$ cat src/hw/rtl/cfp_pkg.sv
// Shared types, constants and helpers for the composite format parser.
// No dependencies; used by every module of the block.
`default_nettype none

package cfp_pkg;

   localparam int ARG_INDEX_BITS = 8;
   localparam int IDX_ACC_BITS   = ARG_INDEX_BITS + 4;
   localparam int CHAR_BITS      = 16;
   localparam int WIDTH_BITS     = 24;
   localparam int FIFO_DEPTH     = 4;
   localparam int FIFO_PTR_BITS  = 2;
   localparam int FIFO_CNT_BITS  = 3;

   localparam logic [WIDTH_BITS-1:0] WIDTH_LIMIT = 24'd1000000;

   localparam logic [CHAR_BITS-1:0] CH_LBRACE = 16'h007B;
   localparam logic [CHAR_BITS-1:0] CH_RBRACE = 16'h007D;
   localparam logic [CHAR_BITS-1:0] CH_COMMA  = 16'h002C;
   localparam logic [CHAR_BITS-1:0] CH_MINUS  = 16'h002D;
   localparam logic [CHAR_BITS-1:0] CH_COLON  = 16'h003A;
   localparam logic [CHAR_BITS-1:0] CH_SPACE  = 16'h0020;
   localparam logic [CHAR_BITS-1:0] CH_ZERO   = 16'h0030;
   localparam logic [CHAR_BITS-1:0] CH_NINE   = 16'h0039;

   typedef enum logic [3:0] {
      S_LIT,
      S_LBRACE,
      S_RBRACE,
      S_INDEX,
      S_AFTER_INDEX,
      S_WIDTH_START,
      S_WIDTH_MINUS,
      S_WIDTH,
      S_AFTER_WIDTH,
      S_SPEC,
      S_SPEC_LBRACE,
      S_SPEC_RBRACE,
      S_ERROR
   } state_type;

   typedef enum logic [2:0] {
      K_LIT   = 3'd0,
      K_SPEC  = 3'd1,
      K_FIELD = 3'd2,
      K_DONE  = 3'd3,
      K_ERROR = 3'd4
   } kind_type;

   typedef struct packed {
      kind_type                  kind;
      logic [CHAR_BITS-1:0]      char_out;
      logic [ARG_INDEX_BITS-1:0] arg_index;
      logic [WIDTH_BITS-1:0]     field_width;
      logic                      left_justify;
      logic                      last;
   } result_type;

   // results of one item: count (0..2) and up to two records
   typedef struct packed {
      logic [1:0] n;
      result_type r0;
      result_type r1;
   } step_type;

   function automatic result_type mk_char(input kind_type k, input logic [CHAR_BITS-1:0] ch);
      result_type r;
      r              = '0;
      r.kind         = k;
      r.char_out     = ch;
      return r;
   endfunction

   function automatic result_type mk_field(input logic [ARG_INDEX_BITS-1:0] idx,
                                           input logic [WIDTH_BITS-1:0] wid,
                                           input logic lj);
      result_type r;
      r              = '0;
      r.kind         = K_FIELD;
      r.arg_index    = idx;
      r.field_width  = wid;
      r.left_justify = lj;
      return r;
   endfunction

endpackage

`default_nettype wire

$ cat src/hw/rtl/cfp_parse.sv
// Parser state machine: field accumulators and per-item result decode.
// Depends on cfp_pkg.
`default_nettype none

module cfp_parse (
   input  wire logic                              clock,
   input  wire logic                              reset,
   input  wire logic                              fire,
   input  wire logic [cfp_pkg::CHAR_BITS-1:0]     code_unit,
   input  wire logic                              is_end,
   input  wire logic [cfp_pkg::ARG_INDEX_BITS-1:0] arg_count,
   output cfp_pkg::step_type                      step
);

   cfp_pkg::state_type                     st_ff, st_in;
   logic [cfp_pkg::ARG_INDEX_BITS-1:0]     idx_ff, idx_in;
   logic [cfp_pkg::WIDTH_BITS-1:0]         wid_ff, wid_in;
   logic                                   minus_ff, minus_in;

   logic                                   is_digit;
   logic [3:0]                             digit;
   logic [cfp_pkg::ARG_INDEX_BITS-1:0]     idx_src;
   logic [cfp_pkg::IDX_ACC_BITS-1:0]       idx_val;
   logic                                   idx_ok;
   logic [cfp_pkg::WIDTH_BITS-1:0]         wid_val;
   logic                                   wid_ok;
   logic                                   comma_ok;
   cfp_pkg::state_type                     space_st;
   cfp_pkg::state_type                     text_st;
   logic                                   is_lb, is_rb, is_sp, is_cm, is_mn, is_cl;

   assign is_lb    = (code_unit == cfp_pkg::CH_LBRACE);
   assign is_rb    = (code_unit == cfp_pkg::CH_RBRACE);
   assign is_sp    = (code_unit == cfp_pkg::CH_SPACE);
   assign is_cm    = (code_unit == cfp_pkg::CH_COMMA);
   assign is_mn    = (code_unit == cfp_pkg::CH_MINUS);
   assign is_cl    = (code_unit == cfp_pkg::CH_COLON);
   assign is_digit = (code_unit >= cfp_pkg::CH_ZERO) && (code_unit <= cfp_pkg::CH_NINE);
   assign digit    = code_unit[3:0];

   // index * 10 + digit; first digit starts from zero
   assign idx_src = (st_ff == cfp_pkg::S_LBRACE) ? '0 : idx_ff;
   assign idx_val = (cfp_pkg::IDX_ACC_BITS'(idx_src) << 3)
                  + (cfp_pkg::IDX_ACC_BITS'(idx_src) << 1)
                  + cfp_pkg::IDX_ACC_BITS'(digit);
   assign idx_ok  = idx_val < cfp_pkg::IDX_ACC_BITS'(arg_count);

   assign wid_val = (wid_ff << 3) + (wid_ff << 1) + cfp_pkg::WIDTH_BITS'(digit);
   assign wid_ok  = wid_ff < cfp_pkg::WIDTH_LIMIT;

   assign comma_ok = (st_ff == cfp_pkg::S_INDEX) || (st_ff == cfp_pkg::S_AFTER_INDEX);
   assign space_st = comma_ok ? cfp_pkg::S_AFTER_INDEX : cfp_pkg::S_AFTER_WIDTH;
   assign text_st  = is_lb ? cfp_pkg::S_LBRACE : (is_rb ? cfp_pkg::S_RBRACE : cfp_pkg::S_LIT);

   // next state and accumulators
   always_comb begin
      st_in    = st_ff;
      idx_in   = idx_ff;
      wid_in   = wid_ff;
      minus_in = minus_ff;
      if (is_end) begin
         st_in    = cfp_pkg::S_LIT;
         idx_in   = '0;
         wid_in   = '0;
         minus_in = 1'b0;
      end else begin
         unique case (st_ff)
            cfp_pkg::S_LIT: begin
               st_in = text_st;
            end
            cfp_pkg::S_LBRACE, cfp_pkg::S_INDEX: begin
               if (st_ff == cfp_pkg::S_LBRACE && is_lb) begin
                  st_in = cfp_pkg::S_LIT;
               end else if (is_digit && idx_ok) begin
                  idx_in = idx_val[cfp_pkg::ARG_INDEX_BITS-1:0];
                  if (st_ff == cfp_pkg::S_LBRACE) begin
                     wid_in   = '0;
                     minus_in = 1'b0;
                  end
                  st_in = cfp_pkg::S_INDEX;
               end else if (is_digit || st_ff == cfp_pkg::S_LBRACE) begin
                  st_in    = cfp_pkg::S_ERROR;
                  idx_in   = '0;
                  wid_in   = '0;
                  minus_in = 1'b0;
               end else if (is_sp) begin
                  st_in = space_st;
               end else if (is_cm) begin
                  st_in = cfp_pkg::S_WIDTH_START;
               end else if (is_cl) begin
                  st_in = cfp_pkg::S_SPEC;
               end else begin
                  st_in    = is_rb ? cfp_pkg::S_LIT : cfp_pkg::S_ERROR;
                  idx_in   = '0;
                  wid_in   = '0;
                  minus_in = 1'b0;
               end
            end
            cfp_pkg::S_RBRACE: begin
               if (is_rb) begin
                  st_in = cfp_pkg::S_LIT;
               end else begin
                  st_in    = cfp_pkg::S_ERROR;
                  idx_in   = '0;
                  wid_in   = '0;
                  minus_in = 1'b0;
               end
            end
            cfp_pkg::S_AFTER_INDEX, cfp_pkg::S_WIDTH, cfp_pkg::S_AFTER_WIDTH: begin
               if (st_ff == cfp_pkg::S_WIDTH && is_digit) begin
                  if (wid_ok) begin
                     wid_in = wid_val;
                  end else begin
                     st_in    = cfp_pkg::S_ERROR;
                     idx_in   = '0;
                     wid_in   = '0;
                     minus_in = 1'b0;
                  end
               end else if (is_sp) begin
                  st_in = space_st;
               end else if (is_cm && comma_ok) begin
                  st_in = cfp_pkg::S_WIDTH_START;
               end else if (is_cl) begin
                  st_in = cfp_pkg::S_SPEC;
               end else begin
                  st_in    = is_rb ? cfp_pkg::S_LIT : cfp_pkg::S_ERROR;
                  idx_in   = '0;
                  wid_in   = '0;
                  minus_in = 1'b0;
               end
            end
            cfp_pkg::S_WIDTH_START, cfp_pkg::S_WIDTH_MINUS: begin
               if (is_digit) begin
                  wid_in = cfp_pkg::WIDTH_BITS'(digit);
                  st_in  = cfp_pkg::S_WIDTH;
               end else if (st_ff == cfp_pkg::S_WIDTH_START && is_sp) begin
                  st_in = cfp_pkg::S_WIDTH_START;
               end else if (st_ff == cfp_pkg::S_WIDTH_START && is_mn) begin
                  minus_in = 1'b1;
                  st_in    = cfp_pkg::S_WIDTH_MINUS;
               end else begin
                  st_in    = cfp_pkg::S_ERROR;
                  idx_in   = '0;
                  wid_in   = '0;
                  minus_in = 1'b0;
               end
            end
            cfp_pkg::S_SPEC: begin
               if (is_lb) begin
                  st_in = cfp_pkg::S_SPEC_LBRACE;
               end else if (is_rb) begin
                  st_in = cfp_pkg::S_SPEC_RBRACE;
               end
            end
            cfp_pkg::S_SPEC_LBRACE: begin
               if (is_lb) begin
                  st_in = cfp_pkg::S_SPEC;
               end else begin
                  st_in    = cfp_pkg::S_ERROR;
                  idx_in   = '0;
                  wid_in   = '0;
                  minus_in = 1'b0;
               end
            end
            cfp_pkg::S_SPEC_RBRACE: begin
               if (is_rb) begin
                  st_in = cfp_pkg::S_SPEC;
               end else begin
                  // descriptor closes, this unit is handled as in text state
                  st_in    = text_st;
                  idx_in   = '0;
                  wid_in   = '0;
                  minus_in = 1'b0;
               end
            end
            cfp_pkg::S_ERROR: begin
               st_in = cfp_pkg::S_ERROR;
            end
            default: begin
               st_in    = cfp_pkg::S_LIT;
               idx_in   = '0;
               wid_in   = '0;
               minus_in = 1'b0;
            end
         endcase
      end
   end

   // results of the current item
   always_comb begin
      step    = '0;
      if (is_end) begin
         unique case (st_ff)
            cfp_pkg::S_LIT: begin
               step.n  = 2'd1;
               step.r0 = cfp_pkg::mk_char(cfp_pkg::K_DONE, '0);
            end
            cfp_pkg::S_SPEC_RBRACE: begin
               step.n  = 2'd2;
               step.r0 = cfp_pkg::mk_field(idx_ff, wid_ff, minus_ff);
               step.r1 = cfp_pkg::mk_char(cfp_pkg::K_DONE, '0);
            end
            cfp_pkg::S_ERROR: begin
               step.n = 2'd0;
            end
            default: begin
               step.n  = 2'd1;
               step.r0 = cfp_pkg::mk_char(cfp_pkg::K_ERROR, '0);
            end
         endcase
      end else begin
         unique case (st_ff)
            cfp_pkg::S_LIT: begin
               if (!is_lb && !is_rb) begin
                  step.n  = 2'd1;
                  step.r0 = cfp_pkg::mk_char(cfp_pkg::K_LIT, code_unit);
               end
            end
            cfp_pkg::S_LBRACE: begin
               if (is_lb) begin
                  step.n  = 2'd1;
                  step.r0 = cfp_pkg::mk_char(cfp_pkg::K_LIT, code_unit);
               end else if (!(is_digit && idx_ok)) begin
                  step.n  = 2'd1;
                  step.r0 = cfp_pkg::mk_char(cfp_pkg::K_ERROR, '0);
               end
            end
            cfp_pkg::S_RBRACE: begin
               step.n  = 2'd1;
               step.r0 = is_rb ? cfp_pkg::mk_char(cfp_pkg::K_LIT, code_unit)
                               : cfp_pkg::mk_char(cfp_pkg::K_ERROR, '0);
            end
            cfp_pkg::S_INDEX, cfp_pkg::S_AFTER_INDEX,
            cfp_pkg::S_WIDTH, cfp_pkg::S_AFTER_WIDTH: begin
               if (st_ff == cfp_pkg::S_INDEX && is_digit) begin
                  if (!idx_ok) begin
                     step.n  = 2'd1;
                     step.r0 = cfp_pkg::mk_char(cfp_pkg::K_ERROR, '0);
                  end
               end else if (st_ff == cfp_pkg::S_WIDTH && is_digit) begin
                  if (!wid_ok) begin
                     step.n  = 2'd1;
                     step.r0 = cfp_pkg::mk_char(cfp_pkg::K_ERROR, '0);
                  end
               end else if (is_sp || (is_cm && comma_ok) || is_cl) begin
                  step.n = 2'd0;
               end else if (is_rb) begin
                  step.n  = 2'd1;
                  step.r0 = cfp_pkg::mk_field(idx_ff, wid_ff, minus_ff);
               end else begin
                  step.n  = 2'd1;
                  step.r0 = cfp_pkg::mk_char(cfp_pkg::K_ERROR, '0);
               end
            end
            cfp_pkg::S_WIDTH_START: begin
               if (!is_digit && !is_sp && !is_mn) begin
                  step.n  = 2'd1;
                  step.r0 = cfp_pkg::mk_char(cfp_pkg::K_ERROR, '0);
               end
            end
            cfp_pkg::S_WIDTH_MINUS: begin
               if (!is_digit) begin
                  step.n  = 2'd1;
                  step.r0 = cfp_pkg::mk_char(cfp_pkg::K_ERROR, '0);
               end
            end
            cfp_pkg::S_SPEC: begin
               if (!is_lb && !is_rb) begin
                  step.n  = 2'd1;
                  step.r0 = cfp_pkg::mk_char(cfp_pkg::K_SPEC, code_unit);
               end
            end
            cfp_pkg::S_SPEC_LBRACE: begin
               step.n  = 2'd1;
               step.r0 = is_lb ? cfp_pkg::mk_char(cfp_pkg::K_SPEC, code_unit)
                               : cfp_pkg::mk_char(cfp_pkg::K_ERROR, '0);
            end
            cfp_pkg::S_SPEC_RBRACE: begin
               if (is_rb) begin
                  step.n  = 2'd1;
                  step.r0 = cfp_pkg::mk_char(cfp_pkg::K_SPEC, code_unit);
               end else begin
                  step.n  = (is_lb) ? 2'd1 : 2'd2;
                  step.r0 = cfp_pkg::mk_field(idx_ff, wid_ff, minus_ff);
                  step.r1 = cfp_pkg::mk_char(cfp_pkg::K_LIT, code_unit);
               end
            end
            default: begin
               step.n = 2'd0;
            end
         endcase
      end
      if (step.n == 2'd1) begin
         step.r0.last = 1'b1;
      end
      if (step.n == 2'd2) begin
         step.r1.last = 1'b1;
      end
   end

   always_ff @(posedge clock) begin
      if (reset) begin
         st_ff    <= cfp_pkg::S_LIT;
         idx_ff   <= '0;
         wid_ff   <= '0;
         minus_ff <= 1'b0;
      end else if (fire) begin
         st_ff    <= st_in;
         idx_ff   <= idx_in;
         wid_ff   <= wid_in;
         minus_ff <= minus_in;
      end
   end

endmodule

`default_nettype wire

$ cat src/hw/rtl/cfp_result_fifo.sv
// Result queue: takes up to two records per cycle, hands out one.
// Depends on cfp_pkg.
`default_nettype none

module cfp_result_fifo (
   input  wire logic       clock,
   input  wire logic       reset,
   input  wire logic [1:0] push_n,
   input  cfp_pkg::result_type push0,
   input  cfp_pkg::result_type push1,
   input  wire logic       pop,
   output cfp_pkg::result_type head,
   output logic            not_empty,
   output logic            room
);

   cfp_pkg::result_type                  mem_ff [cfp_pkg::FIFO_DEPTH];
   logic [cfp_pkg::FIFO_PTR_BITS-1:0]    wr_ff, wr_in;
   logic [cfp_pkg::FIFO_PTR_BITS-1:0]    rd_ff, rd_in;
   logic [cfp_pkg::FIFO_CNT_BITS-1:0]    cnt_ff, cnt_in;
   logic [cfp_pkg::FIFO_PTR_BITS-1:0]    wr_next;

   assign wr_next   = wr_ff + 1'b1;
   assign head      = mem_ff[rd_ff];
   assign not_empty = (cnt_ff != '0);
   // two free slots needed before the parser may take an item
   assign room      = cnt_ff <= cfp_pkg::FIFO_CNT_BITS'(cfp_pkg::FIFO_DEPTH - 2);

   always_comb begin
      wr_in  = wr_ff + cfp_pkg::FIFO_PTR_BITS'(push_n);
      rd_in  = rd_ff + cfp_pkg::FIFO_PTR_BITS'(pop);
      cnt_in = cnt_ff + cfp_pkg::FIFO_CNT_BITS'(push_n) - cfp_pkg::FIFO_CNT_BITS'(pop);
   end

   always_ff @(posedge clock) begin
      if (push_n != 2'd0) begin
         mem_ff[wr_ff] <= push0;
      end
      if (push_n == 2'd2) begin
         mem_ff[wr_next] <= push1;
      end
   end

   always_ff @(posedge clock) begin
      if (reset) begin
         wr_ff  <= '0;
         rd_ff  <= '0;
         cnt_ff <= '0;
      end else begin
         wr_ff  <= wr_in;
         rd_ff  <= rd_in;
         cnt_ff <= cnt_in;
      end
   end

endmodule

`default_nettype wire

$ cat src/hw/rtl/composite_format_parser.sv
// Top level of the composite format string parser.
// Depends on cfp_pkg, cfp_parse and cfp_result_fifo.
//
// Usage:
//  - req channel: one UTF-16 code unit per item in req_tdata[15:0]; an item
//    with req_tlast high closes the format string and its data is ignored.
//  - rsp channel: literal chars, spec chars, field descriptors, done and
//    error records. rsp_tuser holds the record kind, rsp_tlast marks the
//    last record caused by one input item (an item gives zero to two).
//  - csr port: csr_wr_en writes arg_count; write it only while idle.
//  - Path: an accepted item lands in the input register, is parsed from
//    there straight into a four-entry result queue once that queue has
//    room, and its records leave on rsp from the head of the queue.
//  - Throughput: one item per cycle while items give at most one record
//    each and rsp_tready stays high; the rsp port moves one record per
//    cycle, so items giving two records hold the input back. The parser
//    takes an item only while the result queue has two free entries.
//  - Stall: when rsp_tready stays low the queue fills, the input register
//    holds and req_tready drops; nothing is lost.
//  - Reset: parser back in text state with cleared field accumulators,
//    arg_count zero, input register and result queue empty.
`default_nettype none

module composite_format_parser (
   input  wire logic        clock,
   input  wire logic        reset,
   // csr
   input  wire logic        csr_wr_en,
   input  wire logic [7:0]  csr_wr_data,   // arg_count
   // req
   input  wire logic        req_tvalid,
   output logic             req_tready,
   input  wire logic [15:0] req_tdata,     // [15:0] code_unit
   input  wire logic        req_tlast,     // is_end
   // rsp
   output logic             rsp_tvalid,
   input  wire logic        rsp_tready,
   output logic [55:0]      rsp_tdata,     // [15:0] char_out, [23:16] arg_index,
                                           // [47:24] field_width, [48] left_justify,
                                           // [55:49] zero
   output logic [2:0]       rsp_tuser,     // kind
   output logic             rsp_tlast      // last
);

   logic [cfp_pkg::ARG_INDEX_BITS-1:0] arg_count_ff;

   // input register
   logic                               in_vld_ff;
   logic [cfp_pkg::CHAR_BITS-1:0]      in_code_ff;
   logic                               in_end_ff;

   cfp_pkg::step_type                  step;
   cfp_pkg::result_type                head;
   logic                               room;
   logic                               not_empty;
   logic                               fire;
   logic                               req_acc;
   logic                               pop;

   assign fire       = in_vld_ff && room;
   assign req_tready = !in_vld_ff || fire;
   assign req_acc    = req_tvalid && req_tready;
   assign pop        = rsp_tvalid && rsp_tready;

   always_ff @(posedge clock) begin
      if (reset) begin
         arg_count_ff <= '0;
      end else if (csr_wr_en) begin
         arg_count_ff <= csr_wr_data;
      end
   end

   always_ff @(posedge clock) begin
      if (reset) begin
         in_vld_ff <= 1'b0;
      end else if (req_acc) begin
         in_vld_ff <= 1'b1;
      end else if (fire) begin
         in_vld_ff <= 1'b0;
      end
   end

   always_ff @(posedge clock) begin
      if (req_acc) begin
         in_code_ff <= req_tdata;
         in_end_ff  <= req_tlast;
      end
   end

   cfp_parse u_parse (
      .clock     (clock),
      .reset     (reset),
      .fire      (fire),
      .code_unit (in_code_ff),
      .is_end    (in_end_ff),
      .arg_count (arg_count_ff),
      .step      (step)
   );

   cfp_result_fifo u_fifo (
      .clock     (clock),
      .reset     (reset),
      .push_n    (fire ? step.n : 2'd0),
      .push0     (step.r0),
      .push1     (step.r1),
      .pop       (pop),
      .head      (head),
      .not_empty (not_empty),
      .room      (room)
   );

   assign rsp_tvalid = not_empty;
   assign rsp_tuser  = head.kind;
   assign rsp_tlast  = head.last;
   assign rsp_tdata  = {7'd0, head.left_justify, head.field_width,
                        head.arg_index, head.char_out};

endmodule

`default_nettype wire

$ cat config.mk
export PLATFORM = sky130hd
export DESIGN_NAME = composite_format_parser
export DESIGN_NICKNAME = d
export VERILOG_FILES = /design/src/hw/rtl/cfp_pkg.sv /design/src/hw/rtl/cfp_parse.sv /design/src/hw/rtl/cfp_result_fifo.sv /design/src/hw/rtl/composite_format_parser.sv
export SDC_FILE = /design/constraint.sdc
export NUM_CORES = 1
export LEC_CHECK = 0
export BUFFER_PORTS_ARGS = -buffer_cell sky130_fd_sc_hd__buf_4
export CORE_ASPECT_RATIO = 1.4
export CORE_MARGIN = 1.5
export CORE_UTILIZATION = 40
export CTS_CLUSTER_SIZE = 14
export DETAILED_ROUTE_END_ITERATION = 6
export GPL_TIMING_DRIVEN = 0
export PLACE_DENSITY = 0.64
export SYNTH_ARGS = -nofsm -noshare
export SYNTH_HDL_FRONTEND = slang
export SYNTH_SLANG_ARGS = --single-unit
export TNS_END_PERCENT = 5
$ cat constraint.sdc
create_clock -name clock -period 6.5 [get_ports clock]
set_input_delay 0.325 -clock clock [delete_from_list [all_inputs] [get_ports clock]]
set_output_delay 0.325 -clock clock [all_outputs]
set_load 0.02 [all_outputs]
==> flow_summary.ini, run 1 <==
[setup_path]
crit_buf_inv = 2
critical_path_arrival_ns = 6.58
cp_max_fo = 10
cp-start-kind = flop
slowest_stage = a2111oi_2
crit_required_ns = 6.93
cp_top_family = adder cells
crit_type = flop to flop
worst_path_most_repeated_cell = ha_1
crit_path_max_incr_delay_ns = 0.57
cp-end-kind = flop

[yosys]
synth_edf_count = 93
ys_seq_elements = 282
syn_avg_cell_area_um2 = 10.4
yosysWarningCount = 0
ys_async_sr_fraction_pct = 0
synth-main-ff-cell = dfxtp_1
synthCells = 1497
syn_area_um2 = 15500
ys_seq_area_share_pct = 42.4
synth_cell_types = 89

[clock_network]
clkTransAtPathRegs_ns = 0.06
insertion_delay_ns = 0.56
numCtsBuffers = 29
cts_tree = yes
ctsHtreeMaxLevel = 1
cts.sinks = 282
post-cts-setup-buffers = 0
clockRootBuffer = clkbuf_16
clock_path_buffers = 3

[finish]
fin_nets = 1744
n_antenna_cell = 0
layout-area-overhead-vs-synth_pct = 16.2
drive_above_1_share_pct = 14.7
nFillCells = 3611
layout_commonest_cell = nand2_1
multi_input_area_um2 = 8250
final_cell_mix = nand2_1, dfxtp_1, mux2i_1
seqCellArea_um2 = 6580

[floorplanning]
io-pin-count = 92
dieWidth_um = 169
start_util_pct = 40.4
die_area_um2 = 40000
rows = 85
die_h_um = 236
coreArea_um2 = 38400

[place]
port_buffers = 83
gp_congestion = 0.915
dpl.hpwl_um = 33500

[sta]
fmax_ghz = 0.163
max-slew-margin-rel_pct = 11.2
hold_viol = 0
fin_crit_ns = 6.15
tightest_slew_ns = 1.31
rsz0062_at_grt = false
setup_tns_ns = 0
setup_viol = 0
slew_violations = 0
finalCritPeriodShare_pct = 94.6
skew_ns = 0.00876
hold_ws_ns = 0.0197

[routing]
firstDrtPassIters = 5
vias_per_cell = 5.63
drtIter0Drc = 764
drc = 0
vias = 12300
wirelength_um = 45700
wl_per_cell_um = 20.9
route.antenna.remaining_nets = 0

[global_routing]
grt_pass1_vias = 12700
grt_pass1_wl_um = 70800
grt_usage_pct = 22.8
antenna_found_initial = 0
grt_remaining_overflow = 0
grt_max_degree = 20

[power_and_ir_drop]
ir_worst_vdd_uv = 181
p_leak_nw = 7.48
power_density_nw_per_um2 = 245

[hold_path]
worstHoldPathType = primary input to flop

[run_status]
status = finished, final reports clean

[flow_run]
maxCapViolCount = 0
## routing by layer
layer	up-vias	global-route usage, %	wire [um]
met5	-	0	0
met4	0	8.58	1480
met3	80	2.30	1970
met2	347	41.7	23500
met1	6113	27.4	18800
li1	5776	-	-
## tightest hold or removal path, delay by kind of cell
family	cells	cell delay [ns]
mux	1	0.06
simple gates	1	0.07
buf+inv	1	0.09
## flip-flops by register name (all words and copies together), names as in the netlist
name              count
u_fifo.mem_ff       212
u_parse.wid_ff       24
in_code_ff           16
arg_count_ff          8
u_parse.idx_ff        8
u_parse.st_ff         4
u_fifo.cnt_ff         3
u_fifo.rd_ff          2
u_fifo.wr_ff          2
in_end_ff             1
in_vld_ff             1
u_parse.minus_ff      1
## final cells by class
| type | instances | share of cell area, % |
|---|---|---|
| Sequential cell | 282 | 36.5 |
| Tap cell | 522 | 3.62 |
| Clock inverter | 12 | 0.798 |
| Multi-Input combinational cell | 1083 | 45.7 |
| Timing Repair Buffer | 107 | 4.79 |
| Inverter | 29 | 0.604 |
| Clock buffer | 42 | 4.52 |
| Buffer | 109 | 3.49 |
## power by group
part,internal [mW],switching (mW)
sequential,1.88,0.0357
combinational,0.358,0.441
clock,0.988,0.715
## final timing paths
check / start / to / slack (ns) / depth (start not counted)
min: csr_wr_data[3] / arg_count_ff[3]$_SDFFE_PP0P_ / 0.02 / 3
min reg2reg: u_fifo.mem_ff[3][2]$_SDFFE_PP0N_ / u_fifo.mem_ff[3][2]$_SDFFE_PP0N_ / 0.46 / 2
max: u_parse.st_ff[0]$_SDFFE_PP0P_ / u_fifo.cnt_ff[2]$_SDFF_PP0_ / 0.35 / 25
max reg2reg: u_parse.st_ff[0]$_SDFFE_PP0P_ / u_fifo.cnt_ff[2]$_SDFF_PP0_ / 0.35 / 25
## per-stage QoR
step                area, um2  total power, mW  util [%]  instances  worst slack, ns
finish                  18000             4.42      47.0       2186            0.350
global route            18000             4.57      47.0       2186           0.0101
CTS                     18000             4.45      47.0       2186           0.0334
detailed placement      16800             2.76      43.8       2108           -0.418
global placement        16800             2.75      43.8       2108           -0.390
floorplan               15500             2.49         -       1503             1.22
## Yosys cell counts (all sizes together), types with 7 or more instances
| library cell | instances | area, um2 |
|---|---|---|
| nor3 | 18 | 101 |
| o21ai | 49 | 257 |
| o22ai | 9 | 56.3 |
| mux2i | 141 | 1410 |
| inv | 28 | 105 |
| a22oi | 7 | 52.6 |
| a21boi | 68 | 510 |
| nor2 | 58 | 218 |
| nand2 | 241 | 905 |
| a21oi | 38 | 190 |
| nand3 | 84 | 425 |
| a211oi | 14 | 110 |
| o221ai | 7 | 61.3 |
| buf | 37 | 357 |
| mux4 | 53 | 1190 |
| a21o | 13 | 97.6 |
| edfxtp | 93 | 2790 |
| xor2 | 13 | 114 |
| ha | 69 | 863 |
| nor2b | 10 | 62.6 |
| nand2b | 20 | 125 |
| o211ai | 7 | 67.6 |
| dfxtp | 189 | 3780 |
| xnor2 | 16 | 140 |
| a211o | 8 | 70.1 |
| clkbuf | 72 | 273 |
| nor4 | 7 | 58.8 |
| nand4 | 7 | 43.8 |
| a22o | 14 | 123 |
| or3 | 8 | 50.1 |
| and2 | 12 | 75.1 |
## timing repair
action | CTS | global route
hold buffers | 24 | 0
endpoints found under the hold margin | 24 | 0
setup endpoints to repair | 77 | 91
gates cloned | 0 | 0
resized for setup | 5 | 2
## logic make-up (layout without fill, tap and decap cells)
logic type,Yosys count,after routing,synth area share (%)
xor+xnor,29,29,1.64
fa+ha+maj,73,73,6.08
flops,282,282,42.4
other cells,1,7,0.0242
simple gates,496,496,15.0
mux,194,194,16.8
compound gates,284,284,13.4
buf+inv,138,299,4.76
No activity file was read; power rests on OpenSTA's default activity.
==> run 2, diff against run 1 <==
--- a/config.mk
+++ b/config.mk
@@ -9,6 +9,7 @@
 export CORE_ASPECT_RATIO = 1.4
 export CORE_MARGIN = 1.5
 export CORE_UTILIZATION = 40
+export CTS_BUF_LIST = sky130_fd_sc_hd__clkbuf_8
 export CTS_CLUSTER_SIZE = 14
 export DETAILED_ROUTE_END_ITERATION = 6
 export GPL_TIMING_DRIVEN = 0
==> flow_summary.ini, run 2 (synthesis gave the netlist of run 1 again) <==
[run_status]
status = finished, final reports clean

[floorplanning]
die_area_um2 = 40000
io-pin-count = 92
dieWidth_um = 169
die_h_um = 236
start_util_pct = 40.4
rows = 85
coreArea_um2 = 38400

[routing]
firstDrtPassIters = 7
vias = 12400
drtIter0Drc = 755
route.antenna.remaining_nets = 0
wl_per_cell_um = 20.8
wirelength_um = 46100
drc = 0
vias_per_cell = 5.61

[sta]
slew_violations = 0
fmax_ghz = 0.163
setup_tns_ns = 0
rsz0062_at_grt = false
setup_viol = 0
fin_crit_ns = 6.12
hold_ws_ns = 0.111
max-slew-margin-rel_pct = 12.2
hold_viol = 0
skew_ns = 0.0209
finalCritPeriodShare_pct = 94.2
tightest_slew_ns = 1.30
setup_ws_ns = 0.375

[place]
port_buffers = 83
dpl.hpwl_um = 33500
gp_congestion = 0.915
pre_cts_ws_ns = -0.418

[hold_path]
worstHoldPathType = primary input to flop

[setup_path]
critical_path_arrival_ns = 6.57
crit_required_ns = 6.95
cp-end-kind = flop
worst_path_most_repeated_cell = ha_1
crit_type = flop to flop
crit_path_max_incr_delay_ns = 0.56
cp_max_fo = 10
slowest_stage = a2111oi_2
cp-start-kind = flop

[global_routing]
grt_pass1_vias = 12900
grt_pass1_wl_um = 71400
antenna_found_initial = 1
grt_remaining_overflow = 0
grt_usage_pct = 23.2
grt_max_degree = 20

[power_and_ir_drop]
power_density_nw_per_um2 = 234
p_leak_nw = 7.56
total_power_mw = 4.20
ir_worst_vdd_uv = 124

[finish]
drive_above_1_share_pct = 15.5
registers.top_by_ff_count = u_fifo.mem_ff
final_cell_mix = nand2_1, dfxtp_1, mux2i_1
fin_nets = 1761
layout-area-overhead-vs-synth_pct = 15.7
largestRegisters = u_fifo.mem_ff: 212 flops, u_parse.wid_ff: 24 flops, in_code_ff: 16 flops
largest_reg_flops = 212
layout_commonest_cell = nand2_1

[clock_network]
cts.sinks = 282
post-cts-setup-buffers = 0
insertion_delay_ns = 0.58
clkTransAtPathRegs_ns = 0.07
numCtsBuffers = 44
ctsHtreeMaxLevel = 2
clock_path_buffers = 3
clockRootBuffer = clkbuf_8
cts_tree = yes

[flow_run]
maxCapViolCount = 0
[run 2: changes by cell type in the layout (fill, tap and decap cells not counted), moves of 3 or more]
cell	previous run	this run
clkbuf_8	4	54
clkbuf_16	29	0
inv_1	28	49
clkinvlp_4	3	0
clkbuf_1	79	70
clkinv_2	3	6
bufinv_16	3	0
[run 2: stage by stage]
step	instances	area, um2	util (%)
detailed placement	2108	16800	43.8
floorplan	1503	15500	-
global route	2217	18000	46.8
CTS	2216	18000	46.8
global placement	2108	16800	43.8
finish	2217	18000	46.8
[run 2: cell type report]
type,instances,area [um2]
Clock buffer,54,743
Buffer,109,629
Fill cell,3644,20400
Antenna cell,1,2.50
Sequential cell,282,6580
Clock inverter,28,118
Tap cell,522,653
Inverter,29,109
Timing Repair Buffer,109,883
Multi-Input combinational cell,1083,8250
[run 2: path summary, 6_finish.rpt]
path,cells after the start,startpoint,slack (ns),to
worst max-delay path,25,u_parse.st_ff[0]$_SDFFE_PP0P_,0.38,u_fifo.cnt_ff[2]$_SDFF_PP0_
worst min-delay path,3,reset,0.11,u_parse.minus_ff$_SDFFE_PP0P_
worst max register to register,25,u_parse.st_ff[0]$_SDFFE_PP0P_,0.38,u_fifo.cnt_ff[2]$_SDFF_PP0_
worst min register to register,2,u_fifo.mem_ff[2][27]$_SDFFE_PP0N_,0.46,u_fifo.mem_ff[2][27]$_SDFFE_PP0N_
[run 2: routing by layer]
layer | up-vias | part of all wire, % | global-route usage, %
met3 | 97 | 4.3 | 2.90
met4 | 0 | 3.7 | 9.65
met5 | - | 0 | 0
li1 | 5814 | - | -
met2 | 356 | 51 | 41.8
met1 | 6174 | 41 | 27.5
[run 2: power by group]
group | switching [mW] | internal, mW | total [mW]
Sequential | 0.0357 | 1.88 | 1.92
Clock | 0.724 | 0.753 | 1.48
Combinational | 0.443 | 0.359 | 0.801
[run 2: critical path, delay by kind of cell, from the launching register on]
kind	cells	cell delay (ns)
DFF	1	0.36
buffers and inverters	2	0.25
xor gates and xnor gates	3	0.58
and+or+nand+nor	8	1.42
AOI/OAI and AO/OA	5	1.40
adders and majority gates	7	1.97
[run 2: timing repair]
action                                  4_1_cts  5_1_grt
endpoints found under the setup margin       77       90
hold endpoints to repair                     26        0
hold buffers                                 26        0
gates resized for setup                       5        2
